**config.mk**
```make
export PLATFORM = sky130hd
export DESIGN_NAME = delta_list_timer_queue
export DESIGN_NICKNAME = d
export VERILOG_FILES = /design/src/dltq_pkg.sv /design/src/dltq_front.sv /design/src/dltq_engine.sv /design/src/delta_list_timer_queue.sv
export SDC_FILE = /design/constraint.sdc
export NUM_CORES = 1
export LEC_CHECK = 0
export BUFFER_PORTS_ARGS = -buffer_cell sky130_fd_sc_hd__buf_2
export CAP_MARGIN = 20
export CELL_PAD_IN_SITES_DETAIL_PLACEMENT = 2
export CELL_PAD_IN_SITES_GLOBAL_PLACEMENT = 2
export CORE_MARGIN = 5
export CORE_UTILIZATION = 51
export CTS_BUF_LIST = sky130_fd_sc_hd__clkbuf_8 sky130_fd_sc_hd__clkbuf_16
export DETAILED_ROUTE_END_ITERATION = 12
export PLACE_DENSITY = 0.89
export SKIP_LAST_GASP = 1
export SLEW_MARGIN = 20
export SYNTH_ARGS = -nofsm -noshare
export SYNTH_HDL_FRONTEND = slang
export SYNTH_SLANG_ARGS = --single-unit
```
**constraint.sdc**
```tcl
create_clock -name clk -period 13.05 [get_ports clk]
set_input_delay 1.305 -clock clk [delete_from_list [all_inputs] [get_ports clk]]
set_output_delay 1.305 -clock clk [all_outputs]
set_load 0.03 [all_outputs]
```
**src/dltq_pkg.sv**
```systemverilog
// ----------------------------------------------------------------------------
// dltq_pkg: shared types and constants of the delta-list timer queue
// Command codes, status codes, queue depth and the front-to-back word.
// ----------------------------------------------------------------------------
`default_nettype none
package dltq_pkg;
  localparam int unsigned DEPTH = 16;
  localparam int unsigned IDX_W = (DEPTH > 1) ? $clog2(DEPTH) : 1;
  localparam int unsigned CNT_W = $clog2(DEPTH + 1);

  typedef enum logic [0:0] {CMD_INSERT = 1'b0, CMD_DELETE = 1'b1} cmd_t;
  typedef enum logic [1:0] {
    ST_DONE = 2'd0, ST_FULL = 2'd1, ST_EMPTY = 2'd2, ST_RSVD = 2'd3
  } status_t;

  typedef struct packed {
    cmd_t        command;
    logic [15:0] delay;
    logic [7:0]  sem_id;
    logic        periodic;
  } cmd_word_t;

  typedef enum logic [2:0] {
    S_IDLE, S_SCAN, S_SHIFT, S_PLACE, S_DEL, S_REPLY
  } eng_state_t;
endpackage
`default_nettype wire

```
**src/dltq_front.sv**
```systemverilog
// ----------------------------------------------------------------------------
// dltq_front: command intake
// Unpacks the input word and holds up to two commands for the engine.
// ----------------------------------------------------------------------------
`default_nettype none
module dltq_front (
  input  wire logic                clk,
  input  wire logic                rst,
  input  wire logic                in_valid,
  output logic                     in_ready,
  input  wire logic [25:0]         in_bits,
  output logic                     q_valid,
  input  wire logic                q_ready,
  output dltq_pkg::cmd_word_t      q_word
);
  dltq_pkg::cmd_word_t slot [2];
  logic rd_ptr, wr_ptr;
  logic [1:0] fill;
  dltq_pkg::cmd_word_t in_word;

  // tdata: command[0], delay[16:1], sem_id[24:17], periodic[25]
  always_comb begin
    in_word.command  = dltq_pkg::cmd_t'(in_bits[0]);
    in_word.delay    = in_bits[16:1];
    in_word.sem_id   = in_bits[24:17];
    in_word.periodic = in_bits[25];
  end

  assign in_ready = (fill != 2'd2);
  assign q_valid  = (fill != 2'd0);
  assign q_word   = slot[rd_ptr];

  always_ff @(posedge clk) begin
    if (in_valid && in_ready) slot[wr_ptr] <= in_word;
    if (rst) begin
      rd_ptr <= 1'b0;
      wr_ptr <= 1'b0;
      fill   <= 2'd0;
    end else begin
      if (in_valid && in_ready) wr_ptr <= ~wr_ptr;
      if (q_valid && q_ready) rd_ptr <= ~rd_ptr;
      fill <= fill + 2'((in_valid && in_ready) ? 1 : 0)
                   - 2'((q_valid && q_ready) ? 1 : 0);
    end
  end

  a_fill_max: assert property (@(posedge clk) disable iff (rst) fill <= 2'd2)
    else $error("queue overfill");
  a_no_empty_pop: assert property (@(posedge clk) disable iff (rst)
    (fill == 2'd0) |-> !q_valid) else $error("pop from empty queue");
  a_fill_track: assert property (@(posedge clk) disable iff (rst)
    (in_valid && in_ready && !(q_valid && q_ready)) |=> fill == $past(fill) + 2'd1)
    else $error("fill mismatch");
endmodule
`default_nettype wire

```
**src/dltq_engine.sv**
```systemverilog
// ----------------------------------------------------------------------------
// dltq_engine: queue storage and command execution
// Walks the delta list one entry a cycle to insert or delete, then replies.
// ----------------------------------------------------------------------------
`default_nettype none
module dltq_engine (
  input  wire logic                clk,
  input  wire logic                rst,
  input  wire logic                q_valid,
  output logic                     q_ready,
  input  dltq_pkg::cmd_word_t      q_word,
  output logic                     out_valid,
  input  wire logic                out_ready,
  output logic [30:0]              out_bits
);
  localparam int unsigned IW = dltq_pkg::IDX_W;
  localparam int unsigned CW = dltq_pkg::CNT_W;

  logic [15:0] e_delta [dltq_pkg::DEPTH];
  logic [7:0]  e_id    [dltq_pkg::DEPTH];
  logic        e_per   [dltq_pkg::DEPTH];
  logic [15:0] e_init  [dltq_pkg::DEPTH];

  dltq_pkg::eng_state_t state, state_next;
  dltq_pkg::cmd_word_t  cmd;
  logic [CW-1:0] count, pos, ptr, wr;
  logic [16:0]   acc, carry;
  logic [1:0]    status;
  logic [IW-1:0] pi, wi;
  logic [16:0]   sum;

  assign pi  = ptr[IW-1:0];
  assign wi  = wr[IW-1:0];
  assign sum = acc + {1'b0, e_delta[pi]};

  always_comb begin
    state_next = state;
    case (state)
      dltq_pkg::S_IDLE:
        if (q_valid) begin
          if (q_word.command == dltq_pkg::CMD_INSERT)
            state_next = (count == CW'(dltq_pkg::DEPTH)) ? dltq_pkg::S_REPLY
                                                         : dltq_pkg::S_SCAN;
          else
            state_next = (count == '0) ? dltq_pkg::S_REPLY : dltq_pkg::S_DEL;
        end
      dltq_pkg::S_SCAN:
        if (ptr == count || {1'b0, cmd.delay} <= sum) state_next = dltq_pkg::S_SHIFT;
      dltq_pkg::S_SHIFT: if (ptr == pos) state_next = dltq_pkg::S_PLACE;
      dltq_pkg::S_PLACE: state_next = dltq_pkg::S_REPLY;
      dltq_pkg::S_DEL:   if (ptr == count) state_next = dltq_pkg::S_REPLY;
      dltq_pkg::S_REPLY: if (out_ready) state_next = dltq_pkg::S_IDLE;
      default: state_next = dltq_pkg::S_IDLE;
    endcase
  end

  always_comb begin
    q_ready   = (state == dltq_pkg::S_IDLE);
    out_valid = (state == dltq_pkg::S_REPLY);
  end

  // tdata: status[1:0], entry_count[6:2], head_id[14:7], head_delta[30:15]
  assign out_bits = {(count != '0) ? e_delta[0] : 16'd0,
                     (count != '0) ? e_id[0] : 8'd0, 5'(count), status};

  always_ff @(posedge clk) begin
    case (state)
      dltq_pkg::S_IDLE: begin
        cmd <= q_word; acc <= '0; carry <= '0; ptr <= '0; wr <= '0;
        status <= (q_word.command == dltq_pkg::CMD_INSERT && count == CW'(dltq_pkg::DEPTH))
                  ? dltq_pkg::ST_FULL
                  : (q_word.command == dltq_pkg::CMD_DELETE && count == '0)
                  ? dltq_pkg::ST_EMPTY : dltq_pkg::ST_DONE;
      end
      dltq_pkg::S_SCAN:
        if (ptr == count || {1'b0, cmd.delay} <= sum) begin
          pos <= ptr; ptr <= count;
          if (ptr != count) e_delta[pi] <= 16'(sum - {1'b0, cmd.delay});
        end else begin
          acc <= sum; ptr <= ptr + 1'b1;
        end
      dltq_pkg::S_SHIFT:
        if (ptr != pos) begin
          e_delta[pi] <= e_delta[IW'(ptr - 1'b1)];
          e_id[pi]    <= e_id[IW'(ptr - 1'b1)];
          e_per[pi]   <= e_per[IW'(ptr - 1'b1)];
          e_init[pi]  <= e_init[IW'(ptr - 1'b1)];
          ptr <= ptr - 1'b1;
        end
      dltq_pkg::S_PLACE: begin
        e_delta[pos[IW-1:0]] <= 16'({1'b0, cmd.delay} - acc);
        e_id[pos[IW-1:0]]    <= cmd.sem_id;
        e_per[pos[IW-1:0]]   <= cmd.periodic;
        e_init[pos[IW-1:0]]  <= cmd.delay;
      end
      dltq_pkg::S_DEL:
        if (ptr != count) begin
          ptr <= ptr + 1'b1;
          if (e_id[pi] == cmd.sem_id) carry <= carry + {1'b0, e_delta[pi]};
          else begin
            e_delta[wi] <= e_delta[pi] + carry[15:0];
            e_id[wi]    <= e_id[pi];
            e_per[wi]   <= e_per[pi];
            e_init[wi]  <= e_init[pi];
            carry <= '0; wr <= wr + 1'b1;
          end
        end
      default: ;
    endcase
  end

  always_ff @(posedge clk) begin
    if (rst) begin
      state <= dltq_pkg::S_IDLE;
      count <= '0;
    end else begin
      state <= state_next;
      if (state == dltq_pkg::S_PLACE) count <= count + 1'b1;
      if (state == dltq_pkg::S_DEL && ptr == count) count <= wr;
    end
  end

  a_count_max: assert property (@(posedge clk) disable iff (rst)
    count <= CW'(dltq_pkg::DEPTH)) else $error("count overflow");
  a_one_reply: assert property (@(posedge clk) disable iff (rst)
    (out_valid && out_ready) |=> !out_valid) else $error("double reply");
  a_no_grow_del: assert property (@(posedge clk) disable iff (rst)
    (state == dltq_pkg::S_DEL) |=> count <= $past(count)) else $error("delete grew");
  a_wr_le_ptr: assert property (@(posedge clk) disable iff (rst)
    (state == dltq_pkg::S_DEL) |-> wr <= ptr) else $error("write passed read");
endmodule
`default_nettype wire

```
**src/delta_list_timer_queue.sv**
```systemverilog
// ----------------------------------------------------------------------------
// delta_list_timer_queue: sorted delta-encoded timer queue
// Top level joining the command intake and the list engine.
// ----------------------------------------------------------------------------
// Usage:
//   s_axis carries one command word (insert or delete by id); m_axis returns
//   one status word per command: status, entry count, head id and delta.
//   The intake buffers two commands, so a new word is taken while the engine
//   works or while a reply waits.
//   A word is registered in the intake before it reaches the engine. Insert
//   scans to the slot, then shifts the tail one entry a cycle; delete
//   makes one pass compacting the list. Full-queue and empty-delete
//   replies skip the walk. The engine takes a new command only after the
//   reply to the last one is taken.
//   Reset empties the queue and drops buffered commands.
//   When m_axis stalls the reply holds; the engine waits and intake fills.
// ----------------------------------------------------------------------------
`default_nettype none
module delta_list_timer_queue (
  input  wire logic        clk,
  input  wire logic        rst,
  input  wire logic        s_axis_tvalid,
  output logic             s_axis_tready,
  input  wire logic [31:0] s_axis_tdata,  // command, delay, sem_id, periodic
  output logic             m_axis_tvalid,
  input  wire logic        m_axis_tready,
  output logic [31:0]      m_axis_tdata   // status, entry_count, head_id, head_delta
);
  logic                q_valid, q_ready;
  dltq_pkg::cmd_word_t q_word;
  logic [30:0]         res;

  dltq_front u_front (
    .clk, .rst, .in_valid(s_axis_tvalid), .in_ready(s_axis_tready),
    .in_bits(s_axis_tdata[25:0]), .q_valid, .q_ready, .q_word);

  dltq_engine u_engine (
    .clk, .rst, .q_valid, .q_ready, .q_word,
    .out_valid(m_axis_tvalid), .out_ready(m_axis_tready), .out_bits(res));

  assign m_axis_tdata = {1'b0, res};
endmodule
`default_nettype wire
```
==> run metrics <==
# rows=85; Remaining DRCs=0; total die area=59000 sq um; maximum root-to-sink buffer count=3; critical path start-end classification=reg -> reg; final net count=2005; hpwl dp=64800 um; Core Area=53800 sq um; fin crit share=78.1%; area delta synth->final=11.3%; worst skew pair latency=640 ps; Final Hold Viols=0; initial antenna violation count=0; top routing layer in use=met4; vias in the first global route=21000; commonest cells in the netlist=edfxtp_1 (508), mux4_2 (209), nor2_1 (101); first-pass GRT wire length=151000 um; Clock Skews=37.3 ps; CP Capture Type=register; postcts setup bufs=0; Slew HR=19.9%; worst slew pin tran=1200 ps; Tot GR Track Use=34.7%; crit path DAT=10430 ps; Max Clk Rate=98.1 MHz; post-detailed-route count of antenna-violating nets=0; hold slack final=548 ps; total CTS buffers=57; RR Endpoint=u_engine.e_delta[0][10]$_DFFE_PP_; Starting Density=51.4%; FF-to-FF setup slack=2850 ps; Post-Route WL=105000 um; Die H=243 um; cell with the most instances after synthesis=edfxtp_1; Synthesized Nets=1942; final worst slack=2850 ps; Worst Path Required=13280 ps; CTS tree=built; Yosys cell types=67; Syn. warnings=0; Met1 Wirelength=36300 um; io pins=70; post_cts resized=0; CTS Root Buffer Type=clkbuf_16; hold crit path type=reg -> reg; Synth Area per Inst=15.2 sq um; outcome=complete, no violations; Seq/Total Area, Yosys=56.4%; Iter 0 DRT Violations=2257; Place WS=3410 ps; Worst Hold Path EP=u_engine.cmd[3]$_DFFE_PP_; cells taking the most area after synthesis=edfxtp_1 (55%), mux4_2 (17%), ha_1 (3.8%); H-tree Lvls=2; clk sink count=525; asr flop ratio synth=0%; largest net degree at the start of global routing=104; grt total ovfl=0; cell taking the most area after synthesis=edfxtp_1; Crit Path Max Fanout=56; top-area cell type share of the netlist area=55.2%; Top FF cell, synth=edfxtp_1; routability cong.=0.872; DR WL met3=7910 um; Via density=7.31; Worst setup SP type=register; vias=19200; # port buffers=61; Min-Delay Path Depth=1; DRT Pass-1 Iters=8; CTS Hold Buffers Added=0; number of flops mapped to enable cells by yosys=508; max-cap check violation count=0; RSZ-0062 raised after global routing=false; setup TNS=0 ps; Synth Register Bits=525; Reg clk slew, reported paths=70 ps; max-slew violation count=0; wire per inst=39.9 um; Die W=243 um; Synth Cell Area=27600 sq um; Synth Instances=1819; Hold Crit Start=u_front.slot[0][3]$_DFFE_PP_; share of post-route cells with drive strength above 1=25.1%; number of setup violations in the final report=0; worst r2r path cells=21; met2 WL=53200 um; Tmin final=10200 ps
==> worst max-delay path, cell delays in order, from the launching register on <==
cell and delay, ps:
dfxtp_4 440, buf_4 670, buf_4 850, mux4_2 460, mux4_2 590, fa_1 520, a211oi_1 450, o21bai_1 210
a221oi_1 970, o21bai_1 180, a21oi_1 240, xor2_1 300, inv_1 110, ha_1 430, nand4_1 190, nor4_1 750
nor3_1 230, mux2i_1 590, o21ba_2 310, o21ai_0 140, buf_4 240, a21oi_4 850
==> through the flow <==
stage / util [%] / instance area [sq um] / cells
floorplan: - / 27600 / 1819
global placement: 53.7 / 28900 / 2511
detailed placement: 53.7 / 28900 / 2511
CTS: 56.9 / 30600 / 2614
global route: 57.2 / 30800 / 2622
finish: 57.2 / 30800 / 2623
==> area by class of cell <==
type | instances | area, sq um
Clock buffer | 57 | 1430
Fill cell | 4601 | 23000
Antenna cell | 1 | 2.50
Multi-Input combinational cell | 1118 | 11600
Clock inverter | 46 | 307
Inverter | 74 | 278
Sequential cell | 525 | 15600
Timing Repair Buffer | 106 | 696
Tap cell | 696 | 871
==> logic make-up after synthesis <==
kind of cell / synth area share (%)
XOR/XNOR: 2.79
flip-flops: 56.4
buffers and inverters: 2.64
AO/OA/AOI/OAI: 6.96
multiplexers: 21.1
AND/OR/NAND/NOR: 6.02
adder cells (fa/ha/maj): 4.05
other: 0.0136
==> placed cells by master, fill, tap and decap left out, drive strengths merged, types with 5 or more instances in the layout <==
cell type  count
a211oi        53
a21o          12
a21oi         82
a22oi          5
a31oi         13
and2          18
and3          12
buf          103
clkbuf        60
clkinv        25
dfxtp         17
edfxtp       508
ha            83
inv           89
mux2          38
mux2i         70
mux4         209
nand2         59
nand2b        15
nand3         25
nand4          7
nor2         101
nor2b         49
nor3          15
nor3b          6
o211ai         9
o21a           9
o21ai         39
o21bai         9
o221ai         5
o31a           6
o31ai         11
or3           15
xnor2         43
xor2          45
==> worst max-delay path by stage <==
stage / slack, ps / end / cells past startpoint
4_1_cts: 3040 / u_engine.e_delta[2][10]$_DFFE_PP_ / 21
3_3_place_gp: 4370 / u_engine.e_delta[7][7]$_DFFE_PP_ / 19
3_5_place_dp: 3410 / u_engine.e_delta[2][10]$_DFFE_PP_ / 21
5_1_grt: 2800 / u_engine.e_delta[0][8]$_DFFE_PP_ / 20
6_report: 2850 / u_engine.e_delta[0][10]$_DFFE_PP_ / 21
2_1_floorplan: 5150 / u_engine.acc[0]$_SDFFCE_PN0P_ / 24
==> sequential cells by signal, summed over array words and instances (netlist names), 2 cells and up, named ones only <==
name,cells
u_engine.count,5
u_engine.acc,17
u_engine.status,2
u_front.slot,50
u_engine.cmd,24
u_engine.wr,5
u_engine.e_delta,256
u_front.fill,2
u_engine.e_id,128
u_engine.state,3
u_engine.pos,5
u_engine.ptr,5
u_engine.carry,16
==> layer usage <==
metal	vias up	track usage [%]
met2	1311	60.3
met3	390	6.27
met1	10100	40.6
met4	0	20.1
li1	7383	-
met5	-	0
Power is not shown: default switching activity piles up to over one toggle a cycle in this logic, so the estimate is an artifact.
